[src/hw/rtl/pfdm_pkg.sv]
`default_nettype none

package pfdm_pkg;

  localparam int CNT_W_DEF   = 16;
  localparam int RATE_W      = 24;
  localparam logic [RATE_W-1:0] RATE_RST = 24'd8000000;

  // frequency numerator is rate * 100, duty numerator is high time * 10000
  localparam int FREQ_SCALE  = 100;
  localparam int DUTY_SCALE  = 10000;
  localparam int FREQ_NUM_W  = 31;   // bits of (2^24-1) * 100
  localparam int DUTY_SCALE_W = 14;  // 10000 < 2^14

  localparam int FREQ_W      = 30;   // holds 999999999
  localparam int DUTY_W      = 14;   // holds 9999
  localparam int FREQ_MAX    = 999999999;
  localparam int DUTY_MAX    = 9999;
  localparam int FREQ_DIGITS = 9;
  localparam int DUTY_DIGITS = 4;
  localparam int LINE_LEN    = 19;

  typedef struct packed {
    logic tick;
    logic load_f;
    logic load_d;
    logic div_step;
    logic store_f;
    logic store_d;
    logic bcd_step;
    logic emit_next;
  } ctl_cmd_t;

  typedef struct packed {
    logic last_char;
  } dp_stat_t;

  // dividend width: wide enough for both numerators
  function automatic int calc_num_w(input int cw);
    calc_num_w = (cw + DUTY_SCALE_W > FREQ_NUM_W) ? cw + DUTY_SCALE_W : FREQ_NUM_W;
  endfunction

endpackage

`default_nettype wire

[src/hw/rtl/pfdm_if.sv]
`default_nettype none

interface pfdm_in_if;
  logic valid;
  logic ready;
  logic action;
  logic pin_level;
  modport source(output valid, action, pin_level, input ready);
  modport sink(input valid, action, pin_level, output ready);
endinterface

interface pfdm_out_if;
  logic       valid;
  logic       ready;
  logic [7:0] out_char;
  logic       last_char;
  modport source(output valid, out_char, last_char, input ready);
  modport sink(input valid, out_char, last_char, output ready);
endinterface

interface pfdm_cfg_if;
  logic        valid;
  logic        ready;
  logic [23:0] tick_rate_hz;
  modport source(output valid, tick_rate_hz, input ready);
  modport sink(input valid, tick_rate_hz, output ready);
endinterface

`default_nettype wire

[src/hw/rtl/pfdm_ctrl.sv]
`default_nettype none

module pfdm_ctrl #(
  parameter int COUNTER_WIDTH = pfdm_pkg::CNT_W_DEF
) (
  input  logic                clk,
  input  logic                rst_n,
  input  logic                in_valid,
  input  logic                in_action,
  output logic                in_ready,
  output logic                out_valid,
  input  logic                out_ready,
  input  pfdm_pkg::dp_stat_t  stat,
  output pfdm_pkg::ctl_cmd_t  cmd
);
  import pfdm_pkg::*;

  localparam int NUM_W = calc_num_w(COUNTER_WIDTH);
  localparam int CNT_W = $clog2(NUM_W);

  typedef enum logic [3:0] {
    S_IDLE,
    S_LDF,
    S_DIVF,
    S_SVF,
    S_LDD,
    S_DIVD,
    S_SVD,
    S_BCD,
    S_EMIT
  } state_t;

  state_t           state_r, state_nxt;
  logic [CNT_W-1:0] cnt_r, cnt_nxt;
  logic             in_acc, out_acc;

  assign in_ready  = (state_r == S_IDLE);
  assign out_valid = (state_r == S_EMIT);
  assign in_acc    = in_valid && in_ready;
  assign out_acc   = out_valid && out_ready;

  always_comb begin
    state_nxt = state_r;
    cnt_nxt   = cnt_r;
    cmd       = '0;
    case (state_r)
      S_IDLE: begin
        cmd.tick = in_acc && !in_action;
        if (in_acc && in_action) begin
          state_nxt = S_LDF;
        end
      end
      S_LDF: begin
        cmd.load_f = 1'b1;
        cnt_nxt    = '0;
        state_nxt  = S_DIVF;
      end
      S_DIVF: begin
        cmd.div_step = 1'b1;
        cnt_nxt      = cnt_r + 1'b1;
        if (cnt_r == CNT_W'(NUM_W - 1)) begin
          state_nxt = S_SVF;
        end
      end
      S_SVF: begin
        cmd.store_f = 1'b1;
        state_nxt   = S_LDD;
      end
      S_LDD: begin
        cmd.load_d = 1'b1;
        cnt_nxt    = '0;
        state_nxt  = S_DIVD;
      end
      S_DIVD: begin
        cmd.div_step = 1'b1;
        cnt_nxt      = cnt_r + 1'b1;
        if (cnt_r == CNT_W'(NUM_W - 1)) begin
          state_nxt = S_SVD;
        end
      end
      S_SVD: begin
        cmd.store_d = 1'b1;
        cnt_nxt     = '0;
        state_nxt   = S_BCD;
      end
      S_BCD: begin
        cmd.bcd_step = 1'b1;
        cnt_nxt      = cnt_r + 1'b1;
        if (cnt_r == CNT_W'(FREQ_W - 1)) begin
          state_nxt = S_EMIT;
        end
      end
      S_EMIT: begin
        cmd.emit_next = out_acc;
        if (out_acc && stat.last_char) begin
          state_nxt = S_IDLE;
        end
      end
      default: begin
        state_nxt = S_IDLE;
      end
    endcase
  end

  always_ff @(posedge clk) begin
    if (!rst_n) begin
      state_r <= S_IDLE;
      cnt_r   <= '0;
    end else begin
      state_r <= state_nxt;
      cnt_r   <= cnt_nxt;
    end
  end

endmodule

`default_nettype wire

[src/hw/rtl/pfdm_dpath.sv]
`default_nettype none

module pfdm_dpath #(
  parameter int COUNTER_WIDTH = pfdm_pkg::CNT_W_DEF
) (
  input  logic                        clk,
  input  logic                        rst_n,
  input  pfdm_pkg::ctl_cmd_t          cmd,
  output pfdm_pkg::dp_stat_t          stat,
  input  logic                        pin_level,
  input  logic                        cfg_we,
  input  logic [pfdm_pkg::RATE_W-1:0] cfg_rate,
  output logic [7:0]                  out_char,
  output logic                        last_char
);
  import pfdm_pkg::*;

  localparam int CW     = COUNTER_WIDTH;
  localparam int NUM_W  = calc_num_w(COUNTER_WIDTH);
  localparam int FBCD_W = 4 * FREQ_DIGITS;
  localparam int DBCD_W = 4 * DUTY_DIGITS;
  localparam int IDX_W  = $clog2(LINE_LEN);

  localparam logic [7:0] CH_ZERO  = 8'h30;
  localparam logic [7:0] CH_DOT   = 8'h2E;
  localparam logic [7:0] CH_COLON = 8'h3A;
  localparam logic [7:0] CH_PCT   = 8'h25;
  localparam logic [7:0] CH_CR    = 8'h0D;
  localparam logic [7:0] CH_LF    = 8'h0A;

  logic [RATE_W-1:0] rate_r;
  logic [CW-1:0]     tick_cnt_r, period_r, high_r, cnt_inc;
  logic              last_r;

  logic [NUM_W-1:0]  num_r;
  logic [CW:0]       rem_r, rem_sh;
  logic [CW+1:0]     diff;
  logic              ge;

  logic [FREQ_W-1:0] freq_r, duty_r;
  logic [FBCD_W-1:0] fbcd_r, fadj;
  logic [DBCD_W-1:0] dbcd_r, dadj;
  logic [IDX_W-1:0]  idx_r;

  // measurement state
  assign cnt_inc = tick_cnt_r + 1'b1;

  always_ff @(posedge clk) begin
    if (!rst_n) begin
      rate_r     <= RATE_RST;
      tick_cnt_r <= '0;
      period_r   <= '0;
      high_r     <= '0;
      last_r     <= 1'b0;
    end else begin
      if (cfg_we) begin
        rate_r <= cfg_rate;
      end
      if (cmd.tick) begin
        last_r <= pin_level;
        if (pin_level && !last_r) begin
          period_r   <= cnt_inc;
          tick_cnt_r <= '0;
        end else begin
          tick_cnt_r <= cnt_inc;
          if (!pin_level && last_r) begin
            high_r <= cnt_inc;
          end
        end
      end
    end
  end

  // restoring divider, one quotient bit per cycle; quotient shifts into num_r
  assign rem_sh = {rem_r[CW-1:0], num_r[NUM_W-1]};
  assign diff   = {1'b0, rem_sh} - {2'b00, period_r};
  assign ge     = !diff[CW+1];

  // double dabble adjust
  always_comb begin
    fadj = fbcd_r;
    for (int i = 0; i < FREQ_DIGITS; i++) begin
      if (fadj[4*i +: 4] >= 4'd5) begin
        fadj[4*i +: 4] = fadj[4*i +: 4] + 4'd3;
      end
    end
    dadj = dbcd_r;
    for (int i = 0; i < DUTY_DIGITS; i++) begin
      if (dadj[4*i +: 4] >= 4'd5) begin
        dadj[4*i +: 4] = dadj[4*i +: 4] + 4'd3;
      end
    end
  end

  always_ff @(posedge clk) begin
    if (cmd.load_f) begin
      num_r <= NUM_W'(rate_r) * NUM_W'(FREQ_SCALE);
      rem_r <= '0;
    end else if (cmd.load_d) begin
      num_r <= NUM_W'(high_r) * NUM_W'(DUTY_SCALE);
      rem_r <= '0;
    end else if (cmd.div_step) begin
      num_r <= {num_r[NUM_W-2:0], ge};
      rem_r <= ge ? diff[CW:0] : rem_sh;
    end

    // zero period prints zeros; over-range values saturate
    if (cmd.store_f) begin
      if (period_r == '0) begin
        freq_r <= '0;
      end else if (num_r > NUM_W'(FREQ_MAX)) begin
        freq_r <= FREQ_W'(FREQ_MAX);
      end else begin
        freq_r <= num_r[FREQ_W-1:0];
      end
    end else if (cmd.bcd_step) begin
      freq_r <= {freq_r[FREQ_W-2:0], 1'b0};
    end

    if (cmd.store_d) begin
      if (period_r == '0) begin
        duty_r <= '0;
      end else if (num_r > NUM_W'(DUTY_MAX)) begin
        duty_r <= FREQ_W'(DUTY_MAX);
      end else begin
        duty_r <= FREQ_W'(num_r[DUTY_W-1:0]);
      end
      fbcd_r <= '0;
      dbcd_r <= '0;
    end else if (cmd.bcd_step) begin
      duty_r <= {duty_r[FREQ_W-2:0], 1'b0};
      fbcd_r <= {fadj[FBCD_W-2:0], freq_r[FREQ_W-1]};
      dbcd_r <= {dadj[DBCD_W-2:0], duty_r[FREQ_W-1]};
    end

    if (cmd.store_d) begin
      idx_r <= '0;
    end else if (cmd.emit_next) begin
      idx_r <= idx_r + 1'b1;
    end
  end

  // line layout: fffffff.dd:dd.dd%\r\n
  always_comb begin
    case (idx_r)
      5'd0:    out_char = CH_ZERO | {4'h0, fbcd_r[4*8 +: 4]};
      5'd1:    out_char = CH_ZERO | {4'h0, fbcd_r[4*7 +: 4]};
      5'd2:    out_char = CH_ZERO | {4'h0, fbcd_r[4*6 +: 4]};
      5'd3:    out_char = CH_ZERO | {4'h0, fbcd_r[4*5 +: 4]};
      5'd4:    out_char = CH_ZERO | {4'h0, fbcd_r[4*4 +: 4]};
      5'd5:    out_char = CH_ZERO | {4'h0, fbcd_r[4*3 +: 4]};
      5'd6:    out_char = CH_ZERO | {4'h0, fbcd_r[4*2 +: 4]};
      5'd7:    out_char = CH_DOT;
      5'd8:    out_char = CH_ZERO | {4'h0, fbcd_r[4*1 +: 4]};
      5'd9:    out_char = CH_ZERO | {4'h0, fbcd_r[4*0 +: 4]};
      5'd10:   out_char = CH_COLON;
      5'd11:   out_char = CH_ZERO | {4'h0, dbcd_r[4*3 +: 4]};
      5'd12:   out_char = CH_ZERO | {4'h0, dbcd_r[4*2 +: 4]};
      5'd13:   out_char = CH_DOT;
      5'd14:   out_char = CH_ZERO | {4'h0, dbcd_r[4*1 +: 4]};
      5'd15:   out_char = CH_ZERO | {4'h0, dbcd_r[4*0 +: 4]};
      5'd16:   out_char = CH_PCT;
      5'd17:   out_char = CH_CR;
      5'd18:   out_char = CH_LF;
      default: out_char = CH_LF;
    endcase
  end

  assign last_char      = (idx_r == IDX_W'(LINE_LEN - 1));
  assign stat.last_char = last_char;

endmodule

`default_nettype wire

[src/hw/rtl/pulse_frequency_duty_meter_unit.sv]
`default_nettype none

// Frequency and duty-cycle meter. Each tick word (action 0) samples the pin and
// advances a free-running COUNTER_WIDTH-bit counter; ticks are taken one per
// clock while no report is in progress. A rising edge latches the period and
// clears the counter, a falling edge latches the high time. A report word
// (action 1) produces the 19-word line "fffffff.dd:dd.dd%\r\n": frequency =
// tick_rate_hz*100/period and duty = 10000*high/period, both truncated, all
// zeros for a zero period, saturated at 9999999.99 and 99.99. The report runs
// the shared one-bit-per-cycle divider twice over an N-bit dividend, N =
// max(31, COUNTER_WIDTH + 14), then the 30-step binary-to-BCD shifter, then
// sends one character per clock as the sink takes them; the input is held
// off until the line feed is taken. tick_rate_hz may be written at any time
// the unit is idle; the cfg port is always ready.
module pulse_frequency_duty_meter_unit #(
  parameter int COUNTER_WIDTH = pfdm_pkg::CNT_W_DEF
) (
  input  logic        clk,
  input  logic        rst_n,
  pfdm_in_if.sink     in_if,
  pfdm_out_if.source  out_if,
  pfdm_cfg_if.sink    cfg_if
);
  import pfdm_pkg::*;

  ctl_cmd_t cmd;
  dp_stat_t stat;

  assign cfg_if.ready = 1'b1;

  pfdm_ctrl #(
    .COUNTER_WIDTH(COUNTER_WIDTH)
  ) u_ctrl (
    .clk       (clk),
    .rst_n     (rst_n),
    .in_valid  (in_if.valid),
    .in_action (in_if.action),
    .in_ready  (in_if.ready),
    .out_valid (out_if.valid),
    .out_ready (out_if.ready),
    .stat      (stat),
    .cmd       (cmd)
  );

  pfdm_dpath #(
    .COUNTER_WIDTH(COUNTER_WIDTH)
  ) u_dpath (
    .clk       (clk),
    .rst_n     (rst_n),
    .cmd       (cmd),
    .stat      (stat),
    .pin_level (in_if.pin_level),
    .cfg_we    (cfg_if.valid),
    .cfg_rate  (cfg_if.tick_rate_hz),
    .out_char  (out_if.out_char),
    .last_char (out_if.last_char)
  );

`ifndef SYNTHESIS
  a_no_overlap: assert property (@(posedge clk) disable iff (!rst_n)
    !(in_if.ready && out_if.valid))
    else $error("input ready while a line is being sent");

  a_report_busy: assert property (@(posedge clk) disable iff (!rst_n)
    (in_if.valid && in_if.ready && in_if.action) |=> !in_if.ready)
    else $error("input still ready after a report word");

  a_line_end: assert property (@(posedge clk) disable iff (!rst_n)
    (out_if.valid && out_if.ready && out_if.last_char) |=> in_if.ready)
    else $error("input not ready after line feed");

  a_tick_quiet: assert property (@(posedge clk) disable iff (!rst_n)
    (in_if.valid && in_if.ready && !in_if.action) |=> !out_if.valid)
    else $error("output word after a tick");
`endif

endmodule

`default_nettype wire

[src/flat_wrapper.sv]
// flat-port wrapper written by rule: the top's interface ports become plain ports
module pulse_frequency_duty_meter_unit_flat import pfdm_pkg::*;
#(
  parameter int COUNTER_WIDTH = pfdm_pkg::CNT_W_DEF
)
  (clk, rst_n, in_if_valid, in_if_action, in_if_pin_level, in_if_ready, out_if_valid, out_if_out_char, out_if_last_char, out_if_ready, cfg_if_valid, cfg_if_tick_rate_hz, cfg_if_ready);
  pfdm_in_if in_if_i ();
  pfdm_out_if out_if_i ();
  pfdm_cfg_if cfg_if_i ();
  input  logic clk;
  input  logic rst_n;
  input wire logic [$bits(in_if_i.valid)-1:0] in_if_valid;
  input wire logic [$bits(in_if_i.action)-1:0] in_if_action;
  input wire logic [$bits(in_if_i.pin_level)-1:0] in_if_pin_level;
  output wire logic [$bits(in_if_i.ready)-1:0] in_if_ready;
  output wire logic [$bits(out_if_i.valid)-1:0] out_if_valid;
  output wire logic [$bits(out_if_i.out_char)-1:0] out_if_out_char;
  output wire logic [$bits(out_if_i.last_char)-1:0] out_if_last_char;
  input wire logic [$bits(out_if_i.ready)-1:0] out_if_ready;
  input wire logic [$bits(cfg_if_i.valid)-1:0] cfg_if_valid;
  input wire logic [$bits(cfg_if_i.tick_rate_hz)-1:0] cfg_if_tick_rate_hz;
  output wire logic [$bits(cfg_if_i.ready)-1:0] cfg_if_ready;
  assign in_if_i.valid = in_if_valid;
  assign in_if_i.action = in_if_action;
  assign in_if_i.pin_level = in_if_pin_level;
  assign in_if_ready = in_if_i.ready;
  assign out_if_valid = out_if_i.valid;
  assign out_if_out_char = out_if_i.out_char;
  assign out_if_last_char = out_if_i.last_char;
  assign out_if_i.ready = out_if_ready;
  assign cfg_if_i.valid = cfg_if_valid;
  assign cfg_if_i.tick_rate_hz = cfg_if_tick_rate_hz;
  assign cfg_if_ready = cfg_if_i.ready;
  pulse_frequency_duty_meter_unit #(.COUNTER_WIDTH(COUNTER_WIDTH)) u_core (.clk(clk), .rst_n(rst_n), .in_if(in_if_i), .out_if(out_if_i), .cfg_if(cfg_if_i));
endmodule
[config.mk]
export PLATFORM = sky130hd
export DESIGN_NAME = pulse_frequency_duty_meter_unit_flat
export DESIGN_NICKNAME = d
export VERILOG_FILES = /design/src/hw/rtl/pfdm_pkg.sv /design/src/hw/rtl/pfdm_if.sv /design/src/hw/rtl/pfdm_ctrl.sv /design/src/hw/rtl/pfdm_dpath.sv /design/src/hw/rtl/pulse_frequency_duty_meter_unit.sv /design/src/flat_wrapper.sv
export SDC_FILE = /design/constraint.sdc
export NUM_CORES = 1
export LEC_CHECK = 0
export BUFFER_PORTS_ARGS = -buffer_cell sky130_fd_sc_hd__buf_2
export CAP_MARGIN = 25
export CELL_PAD_IN_SITES_DETAIL_PLACEMENT = 1
export CELL_PAD_IN_SITES_GLOBAL_PLACEMENT = 2
export CORE_MARGIN = 2
export CORE_UTILIZATION = 44
export CTS_CLUSTER_SIZE = 28
export DETAILED_ROUTE_END_ITERATION = 8
export GPL_TIMING_DRIVEN = 1
export PLACE_DENSITY = 0.95
export SLEW_MARGIN = 20
export SYNTH_ARGS = -nofsm -noshare
export SYNTH_HDL_FRONTEND = slang
export SYNTH_SLANG_ARGS = --single-unit
[constraint.sdc]
create_clock -name clk -period 12.7 [get_ports clk]
set_input_delay 1.905 -clock clk [delete_from_list [all_inputs] [get_ports clk]]
set_output_delay 1.905 -clock clk [all_outputs]
set_load 0.005 [all_outputs]
# == After elaboration in Yosys (flattened, before gate mapping) ==
# Cells that the tools add are included.
# classes
addsub,17
multipliers,2
n_lt_le_gt_ge,15
n_eq_ne,33
mux,42
bitwise,1
reduce_logical,26
# op_table
operator,count
2-to-1 mux 30 bit,6
case mux 6 bit (17 select lines),1
2-to-1 mux 31 bit,3
2-to-1 mux 4 bit,16
greater-or-equal comparator 4 x 3 -> 1 bit (second input constant),13
adder 4 x 2 -> 4 bit (second input constant),11
equality test 5 x 4 -> 1 bit (second input constant),8
case mux 4 bit (9 select lines),1
2-to-1 mux 16 bit,2
greater-than comparator 31 x 14 -> 1 bit (second input constant),1
greater-than comparator 31 x 30 -> 1 bit (second input constant),1
multiplier 24 x 5 -> 29 bit (second input constant),1
2-to-1 mux 14 bit,2
multiplier 16 x 10 -> 26 bit (second input constant),1
equality test 5 bit (second input constant),5
equality test 5 x 3 -> 1 bit (second input constant),4
subtractor 17 x 16 -> 18 bit,1
adder 16 x 1 -> 16 bit (second input constant),1
equality test 4 x 3 -> 1 bit (second input constant),4
logical NOT 16 bit,1
adder 5 x 1 -> 5 bit (second input constant),2
equality test 5 x 2 -> 1 bit (second input constant),2
case mux 5 bit (2 select lines),1
equality test 4 x 2 -> 1 bit (second input constant),2
20 further kinds,46
# word_totals
regBits,246
in_bits,31
output_inout_bits,12
elab_cells,151

# == Depth between registers and ports, before layout ==
# Gate-level depths: netlist of run 1.
# depth
word_depth,6
ltp_mapped,20
ltp_nobuf,20

# == Hierarchy ==
# Synthesis of run 1 repeated with hierarchy kept, for this count alone.
# hier_totals
cells_unflattened,2079
hier_area_um2,18166.2
# by_module_without_submodules
module,instances,cells_per_inst,area_each_um2,seq_area_each_um2
pfdm_dpath,1,1995,17504.3,5635.4
pfdm_ctrl,1,82,650.6,180.2
pulse_frequency_duty_meter_unit,1,2,11.3,0.0

# == Worst setup path before layout of run 1 ==
# No wires, ideal clock.
# synth_path
path_type,register to register
from,register u_core.u_dpath.high_r[5]
to,register u_core.u_dpath.num_r[24] (data pin)
setup_time_ns,0.261
t_arrival_ns,4.598
required_time_ns,12.439
setup_slack_ns,7.842
path_stages_with_launch,19
path_buffers,0
synth_period_minus_slack_ns,4.858
cell_sequence,dfxtp_1 > inv_1 > fa_1 > inv_1 > ha_1 > fa_1 > ha_1 > inv_1 > fa_1 > inv_1 > ha_1 > a211oi_1 > o211ai_1 > a31o_2 > a21boi_0 > o21ai_0 > a21oi_1 > xnor2_1 > a221o_1
# synth_between
elab_chain_len,3
# synth_lines
element,line_no,source
start: declaration,pfdm_dpath.sv:32,"logic [CW-1:0] tick_cnt_r, period_r, high_r, cnt_inc;"
start signal: assignment,pfdm_dpath.sv:67,high_r <= cnt_inc;
multiplier 16 x 10 -> 26 bit,pfdm_dpath.sv:100,num_r <= NUM_W'(high_r) * NUM_W'(DUTY_SCALE);
2-to-1 mux 31 bit,pfdm_dpath.sv:99,end else if (cmd.load_d) begin
2-to-1 mux 31 bit,pfdm_dpath.sv:96,if (cmd.load_f) begin
end signal: assignment,pfdm_dpath.sv:97,num_r <= NUM_W'(rate_r) * NUM_W'(FREQ_SCALE);
end signal: assignment,pfdm_dpath.sv:100,
end signal: assignment,pfdm_dpath.sv:103,"num_r <= {num_r[NUM_W-2:0], ge};"
end: declaration,pfdm_dpath.sv:35,logic [NUM_W-1:0] num_r;
# No other way between the ends.
# A chain may end at the register's enable or synchronous reset.

# == Worst setup path in the final report of run 1 ==
# Ends and elaborated chain as after synthesis.

==> results of run 1 <==
flip-flops by register name, summed over array words and instances (netlist names):
register	count
u_core.u_dpath.fbcd_r	36
u_core.u_dpath.num_r	31
u_core.u_dpath.duty_r	30
u_core.u_dpath.freq_r	30
u_core.u_dpath.rate_r	24
u_core.u_dpath.dbcd_r	16
u_core.u_dpath.high_r	16
u_core.u_dpath.period_r	16
u_core.u_dpath.rem_r	16
u_core.u_dpath.tick_cnt_r	16
u_core.u_ctrl.cnt_r	5
u_core.u_dpath.idx_r	5
u_core.u_ctrl.state_r	4
u_core.u_dpath.last_r	1
worst paths after layout:
| check | endpoint | from | depth (start not counted) | slack (ns) |
|---|---|---|---|---|
| hold / removal | u_core.u_dpath.fbcd_r[0] | u_core.u_dpath.freq_r[29] | 2 | 0.47 |
| setup reg to reg | u_core.u_dpath.num_r[24] | u_core.u_dpath.high_r[5] | 18 | 7.11 |
| setup / recovery | u_core.u_dpath.num_r[24] | u_core.u_dpath.high_r[5] | 18 | 7.11 |
| hold reg to reg | u_core.u_dpath.fbcd_r[0] | u_core.u_dpath.freq_r[29] | 2 | 0.47 |
power by group through the flow:
| stage | Clock, W | Combinational (W) | Sequential [W] |
|---|---|---|---|
| 6_report | 0.000938 | 0.00143 | 0.00123 |
| 5_1_grt | 0.000986 | 0.00162 | 0.00124 |
| 4_1_cts | 0.000957 | 0.00144 | 0.00122 |
| 3_5_place_dp | 0 | 0.00142 | 0.00124 |
| 3_3_place_gp | 0 | 0.00136 | 0.00123 |
| 2_1_floorplan | 0 | 0.00109 | 0.00114 |
cells in the final DEF, fill, tap and decap left out, drive strengths merged, types with 10 or more instances in the layout:
master / count
nand3: 45
a22oi: 15
inv: 249
nand4: 13
nor2: 85
xnor2: 45
a21o: 18
o22ai: 14
a211oi: 14
nand2: 173
buf: 57
o32ai: 11
a22o: 25
o21ai: 157
and2: 19
a21oi: 102
xor2: 50
and3: 15
nor4: 11
o311ai: 12
o211ai: 13
dfxtp: 157
nand2b: 26
fa: 55
nor3: 17
ha: 198
o21a: 10
edfxtp: 89
nor2b: 54
o211a: 31
o31ai: 10
clkbuf: 42
mux2i: 23
critical path, cell delays in order, from the launching register on:
cell      delay (ns)
dfxtp_1         0.40
inv_1           0.14
fa_1            0.56
inv_1           0.04
ha_1            0.30
fa_1            0.51
ha_1            0.29
inv_1           0.05
fa_1            0.51
inv_1           0.05
ha_1            0.35
a211oi_1        0.49
o211ai_1        0.19
a31o_2          0.29
a21boi_0        0.38
o21ai_0         0.16
a21oi_1         0.22
xnor2_1         0.10
a221o_1         0.29
cell families (layout without fill, tap and decap cells):
family / after synthesis / count (layout) / synth area share (%)
compound gates: 495 / 495 / 18.8
simple gates: 491 / 491 / 13.8
buf+inv: 330 / 360 / 7.25
fa+ha+maj: 253 / 253 / 20.5
flops: 246 / 246 / 33.3
xor+xnor: 95 / 95 / 4.77
mux: 27 / 27 / 1.58
other cells: 2 / 3 / 0.0430
layout make-up:
class	instances	area, sq um	share of cell area [%]
sequential	246	5820	30.2
clock inverter	14	181	0.942
timing repair buffer	57	330	1.72
inverter	247	927	4.82
clock buffer	42	918	4.77
multi-input combinational	1364	10400	54.2
tap	518	648	3.37
per-stage QoR:
stage,utilization (%),hold slack (ns),power [W],setup slack (ns),std cells
global route,49.5,0.496,0.00385,6.78,2488
CTS,49.5,0.497,0.00362,7.14,2488
detailed placement,46.6,0.484,0.00266,7.31,2432
global placement,46.6,0.438,0.00259,7.60,2432
floorplan,-,0.418,0.00223,7.84,1940
finish,49.5,0.475,0.00359,7.11,2488
per-layer routing:
layer / global-route usage (%) / vias to the layer above / share of wire [%]
li1: - / 6803 / -
met1: 27.3 / 6911 / 43
met2: 40.4 / 227 / 51
met3: 2.41 / 97 / 3.2
met4: 7.72 / 0 / 3.4
met5: 0 / - / 0
==> results.json, run 1 <==
{
  "drt-total-wl_mm": 45.5,
  "yosysMostFrequentCell": "inv_1",
  "drive_gt1_share_pct": 6.70,
  "path_max_fanout": 4,
  "endpoint_kind": "flop",
  "yosysTopAreaCellShare_pct": 18.0,
  "power.share.switching_pct": 39.9,
  "clockBufferDepth": 3,
  "diodes": 0,
  "power_leakage_nw": 8.88,
  "dp.final_hpwl_mm": 33.3,
  "power_switching_w": 0.00143,
  "nNetsFinal": 2230,
  "setup_violations": 0,
  "via_per_inst": 5.64,
  "drv_cap": 0,
  "hold_viol_final": 0,
  "seq_power_share_pct": 34.1,
  "finClkSkew_ns": 0.0325,
  "numPortBuffers": 39,
  "clock_sinks": 246,
  "yosysUniqueCellTypes": 74,
  "final_cell_area_sq_mm": 0.0193,
  "fin_setup_tns_ns": 0,
  "clock-root-buffer": "clkbuf_16",
  "cts_tree": "built",
  "grt_max_degree": 79,
  "overflow": 0,
  "antenna_found_initial": 0,
  "die_h_um": 203,
  "p_clk_share_pct": 26.1,
  "die_w_um": 203,
  "pwr-share-comb_pct": 39.8,
  "grtUsageTotal_pct": 22.3,
  "syn_inst": 1939,
  "grt_pass1_vias": 14879,
  "grt_pass1_wl_mm": 75.9,
  "fin_crit_sh_pct": 44.0,
  "ys_ff_latch": 246,
  "seq_area_frac_synth_pct": 33.3,
  "slew-limit-headroom_pct": 36.3,
  "pin_count": 43,
  "slew_violations": 0,
  "place_congestion": 0.835,
  "start_util_pct": 44.9,
  "avgRoutedWirePerCell_um": 18.3,
  "pwr_density_cell_mw_per_mm2": 187,
  "drtIter0Drc": 722,
  "max_freq_mhz": 179,
  "rows": 72,
  "cts_hold_buf": 0,
  "ir_worst_vdd_mv": 0.151,
  "synth_area_per_cell_sq_um": 9.00,
  "synth_area_leaders": "dfxtp_1 (18%), edfxtp_1 (15%), ha_1 (14%)",
  "finalCriticalPeriod_ns": 5.59,
  "post_cts_buffers": 0,
  "first_pass_iters": 7,
  "ant_nets": 0,
  "ctsResizeCount": 0,
  "status": "finished clean",
  "yosysTopAreaCell": "dfxtp_1",
  "synth_edf_count": 89,
  "drc": 0,
  "worstSkewPairLatency_ns": 0.60,
  "fill_cells": 4491,
  "hp-class": "flop to flop",
  "clkSlewWorstSetupHoldPaths_ns": 0.07,
  "yosys_warnings": 0,
  "placed_area_sq_mm": 0.0182,
  "crit_type": "flop to flop",
  "synth.cell_area_sq_mm": 0.0175,
  "vias": 14038,
  "rsz0062_at_grt": "false",
  "cp_data_required_time_ns": 13.02,
  "numCtsBuffers": 30,
  "worst_slew_pin_slew_ns": 0.948,
  "intPower_w": 0.00216,
  "cp.arrival_ns": 5.91,
  "h-tree-depth": 1,
  "core_sq_mm": 0.0389,
  "synth-main-ff-cell": "dfxtp_1",
  "synth_common_cells": "inv_1 (246), ha_1 (198), nand2_1 (173), dfxtp_1 (157), o21ai_0 (151)",
  "cp-start-kind": "flop",
  "area_growth_pct": 10.3,
  "synth-async-reset-ratio_pct": 0,
  "die_area_sq_mm": 0.0413
}
No activity file was read; power rests on OpenSTA's default activity.
==> run 2, diff against run 1 <==
ABC_AREA = 1   (was not set)
CORE_UTILIZATION = 37   (was 44)
PLACE_DENSITY = 0.89   (was 0.95)
clock period = 5.7 ns   (was 12.7 ns; I/O delays follow)
==> run 2 against run 1 <==
Register-to-register slack worse by 5.9 ns. Setup slack worse by 5.9 ns. Global-route usage about the same. Area after synthesis grew 9.5%. Fmax increased by 24%. Combinational power rose to 2.6 times the previous value. First-iteration DRC count rose by 15%. Largest cell class unchanged.
==> results.json, run 2 <==
{
  "yosysMostFrequentCell": "nand2_1",
  "max_freq_mhz": 221,
  "diodes": 0,
  "layout_setup_ws_ns": 1.17,
  "clockBufferDepth": 3,
  "grt_max_degree": 66,
  "fin_util_pct": 40.8,
  "vias": 17351,
  "fin_crit_sh_pct": 79.4,
  "final_cell_mix": "nand2_1 (681), inv_1 (544), ha_1 (198)",
  "ctsResizeCount": 0,
  "first_pass_iters": 4,
  "hp-class": "flop to flop",
  "ant_nets": 0,
  "numCtsBuffers": 30,
  "rsz0062_at_grt": "false",
  "place_congestion": 0.895,
  "antenna_found_initial": 0,
  "drt-total-wl_mm": 58.6,
  "status": "finished clean",
  "grt_pass1_vias": 18212,
  "clkSlewWorstSetupHoldPaths_ns": 0.06,
  "endpoint_kind": "flop",
  "drive_gt1_share_pct": 5.20,
  "clock-root-buffer": "clkbuf_16",
  "largest_register_ff_count": 36,
  "fin_setup_tns_ns": 0,
  "route.met2.wl_mm": 28.8,
  "die_area_sq_mm": 0.0535,
  "numPortBuffers": 39,
  "avgRoutedWirePerCell_um": 17.2,
  "area_growth_pct": 9.36,
  "yosysTopAreaCell": "dfxtp_1",
  "synth_area_leaders": "dfxtp_1 (16%), edfxtp_1 (14%), nand2_1 (13%)",
  "h-tree-depth": 1,
  "synth_area_per_cell_sq_um": 7.12,
  "worst_slew_pin_slew_ns": 0.961,
  "finalNonFillerCells": 3412,
  "pwr_density_cell_mw_per_mm2": 400,
  "path_max_fanout": 5,
  "cp_data_required_time_ns": 6.04,
  "slew_violations": 0,
  "ys_ff_latch": 246,
  "place_inst": 3356,
  "finClkSkew_ns": 0.0286,
  "syn_inst": 2687,
  "pin_count": 43,
  "power_w": 0.00838,
  "highest_layer": "met4",
  "crit_type": "flop to flop",
  "rows": 83,
  "grt_pass1_wl_mm": 96.4,
  "overflow": 0,
  "post_cts_buffers": 0,
  "regMostFlops": "u_core.u_dpath.fbcd_r",
  "dr_wl_met3_mm": 1.56,
  "clock_sinks": 246,
  "pre_cts_ws_ns": 1.19,
  "synth-main-ff-cell": "dfxtp_1",
  "core_sq_mm": 0.0512,
  "drc": 0,
  "cts_hold_buf": 0,
  "cp-start-kind": "flop",
  "yosysUniqueCellTypes": 52,
  "power_leakage_nw": 10.6,
  "synth_common_cells": "nand2_1 (681), inv_1 (544), ha_1 (198), nor2_1 (175), a21oi_1 (162)",
  "synth-async-reset-ratio_pct": 0,
  "drtIter0Drc": 830,
  "grtUsageTotal_pct": 22.3,
  "slew-limit-headroom_pct": 35.9,
  "yosys_warnings": 0,
  "setup_violations": 0,
  "top_regs": "u_core.u_dpath.fbcd_r (36), u_core.u_dpath.num_r (31)",
  "start_util_pct": 37.4,
  "drv_cap": 0,
  "cts_tree": "built",
  "rrSetupSlack_ns": 1.17,
  "finalCriticalPeriod_ns": 4.53,
  "hold_viol_final": 0,
  "nNetsFinal": 2992,
  "synth_edf_count": 89,
  "yosysTopAreaCellShare_pct": 16.4,
  "via_per_inst": 5.09,
  "cp.arrival_ns": 4.86,
  "worstSkewPairLatency_ns": 0.61,
  "drt-met1-wl_mm": 26.7,
  "seq_area_frac_synth_pct": 30.4,
  "final_common_cell": "nand2_1",
  "dp.final_hpwl_mm": 46.7,
  "die_w_um": 231,
  "ir_worst_vdd_mv": 0.288,
  "synth.cell_area_sq_mm": 0.0191,
  "die_h_um": 231
}
## run 2: cell count changes in the layout (fill, tap and decap cells not counted), moves of 23 or more
cell,delta
mux2i_1,-23
a21oi_1,+61
nand4_1,+25
nor2_1,+90
nand2_1,+508
nor2b_1,-54
o211a_1,-31
inv_1,+298
nand3_1,+113
a22o_1,-25
nand2b_1,-25
xnor2_1,-34
## run 2: final cells by class
type                    count  area, sq um
fillers                  6565        30300
multi-input cells        1826        10900
flip-flops and latches    246         5820
inverters                 556         2100
well taps                 680          851
clock buffers              40          818
repair buffers             48          267
clock inverters            16          139
## run 2: worst paths after layout
check | from | to | cells after the start
min reg2reg | u_core.u_dpath.freq_r[29] | u_core.u_dpath.fbcd_r[0] | 2
min | u_core.u_dpath.freq_r[29] | u_core.u_dpath.fbcd_r[0] | 2
max | u_core.u_dpath.high_r[8] | u_core.u_dpath.num_r[27] | 18
max reg2reg | u_core.u_dpath.high_r[8] | u_core.u_dpath.num_r[27] | 18
## run 2: cells by family (layout without fill, tap and decap cells)
kind of cell	after synthesis	count (layout)	share of synthesized area, %
DFF	246	246	30.4
AOI/OAI and AO/OA	414	414	11.9
buffers and inverters	616	660	12.5
adders and majority gates	253	253	18.7
and+or+nand+nor	1116	1116	24.6
other	2	3	0.0393
xor gates and xnor gates	40	40	1.83
## run 2: routing by layer
layer | GRT usage, % | vias to the layer above
met2 | 39.9 | 223
met4 | 5.73 | 0
li1 | - | 8618
met1 | 28.5 | 8433
met3 | 2.34 | 77
met5 | 0 | -
## run 2: critical path, cell delays in order, from the launching register on
cell	delay, ns
dfxtp_1	0.43
inv_1	0.15
fa_1	0.55
inv_1	0.05
ha_1	0.31
fa_1	0.49
ha_1	0.30
inv_1	0.06
fa_1	0.50
inv_1	0.04
ha_1	0.37
nand2_1	0.18
inv_1	0.06
a21oi_1	0.19
nand3_1	0.19
nand2_1	0.13
nand3_1	0.09
nand3_1	0.10
nand3_1	0.08
## run 2: power by group
part           leakage, nW  internal, W  switching [W]  total, W
Combinational         8.04      0.00117        0.00256   0.00374
Sequential            2.12      0.00232       0.000423   0.00275
Clock                0.473      0.00106       0.000836   0.00189
## run 2: through the flow
stage | hold WS [ns] | cell area [sq um]
6_report | 0.466 | 20900
5_1_grt | 0.484 | 20900
4_1_cts | 0.458 | 20900
3_5_place_dp | 0.450 | 20000
3_3_place_gp | 0.448 | 19900
2_1_floorplan | 0.422 | 19100
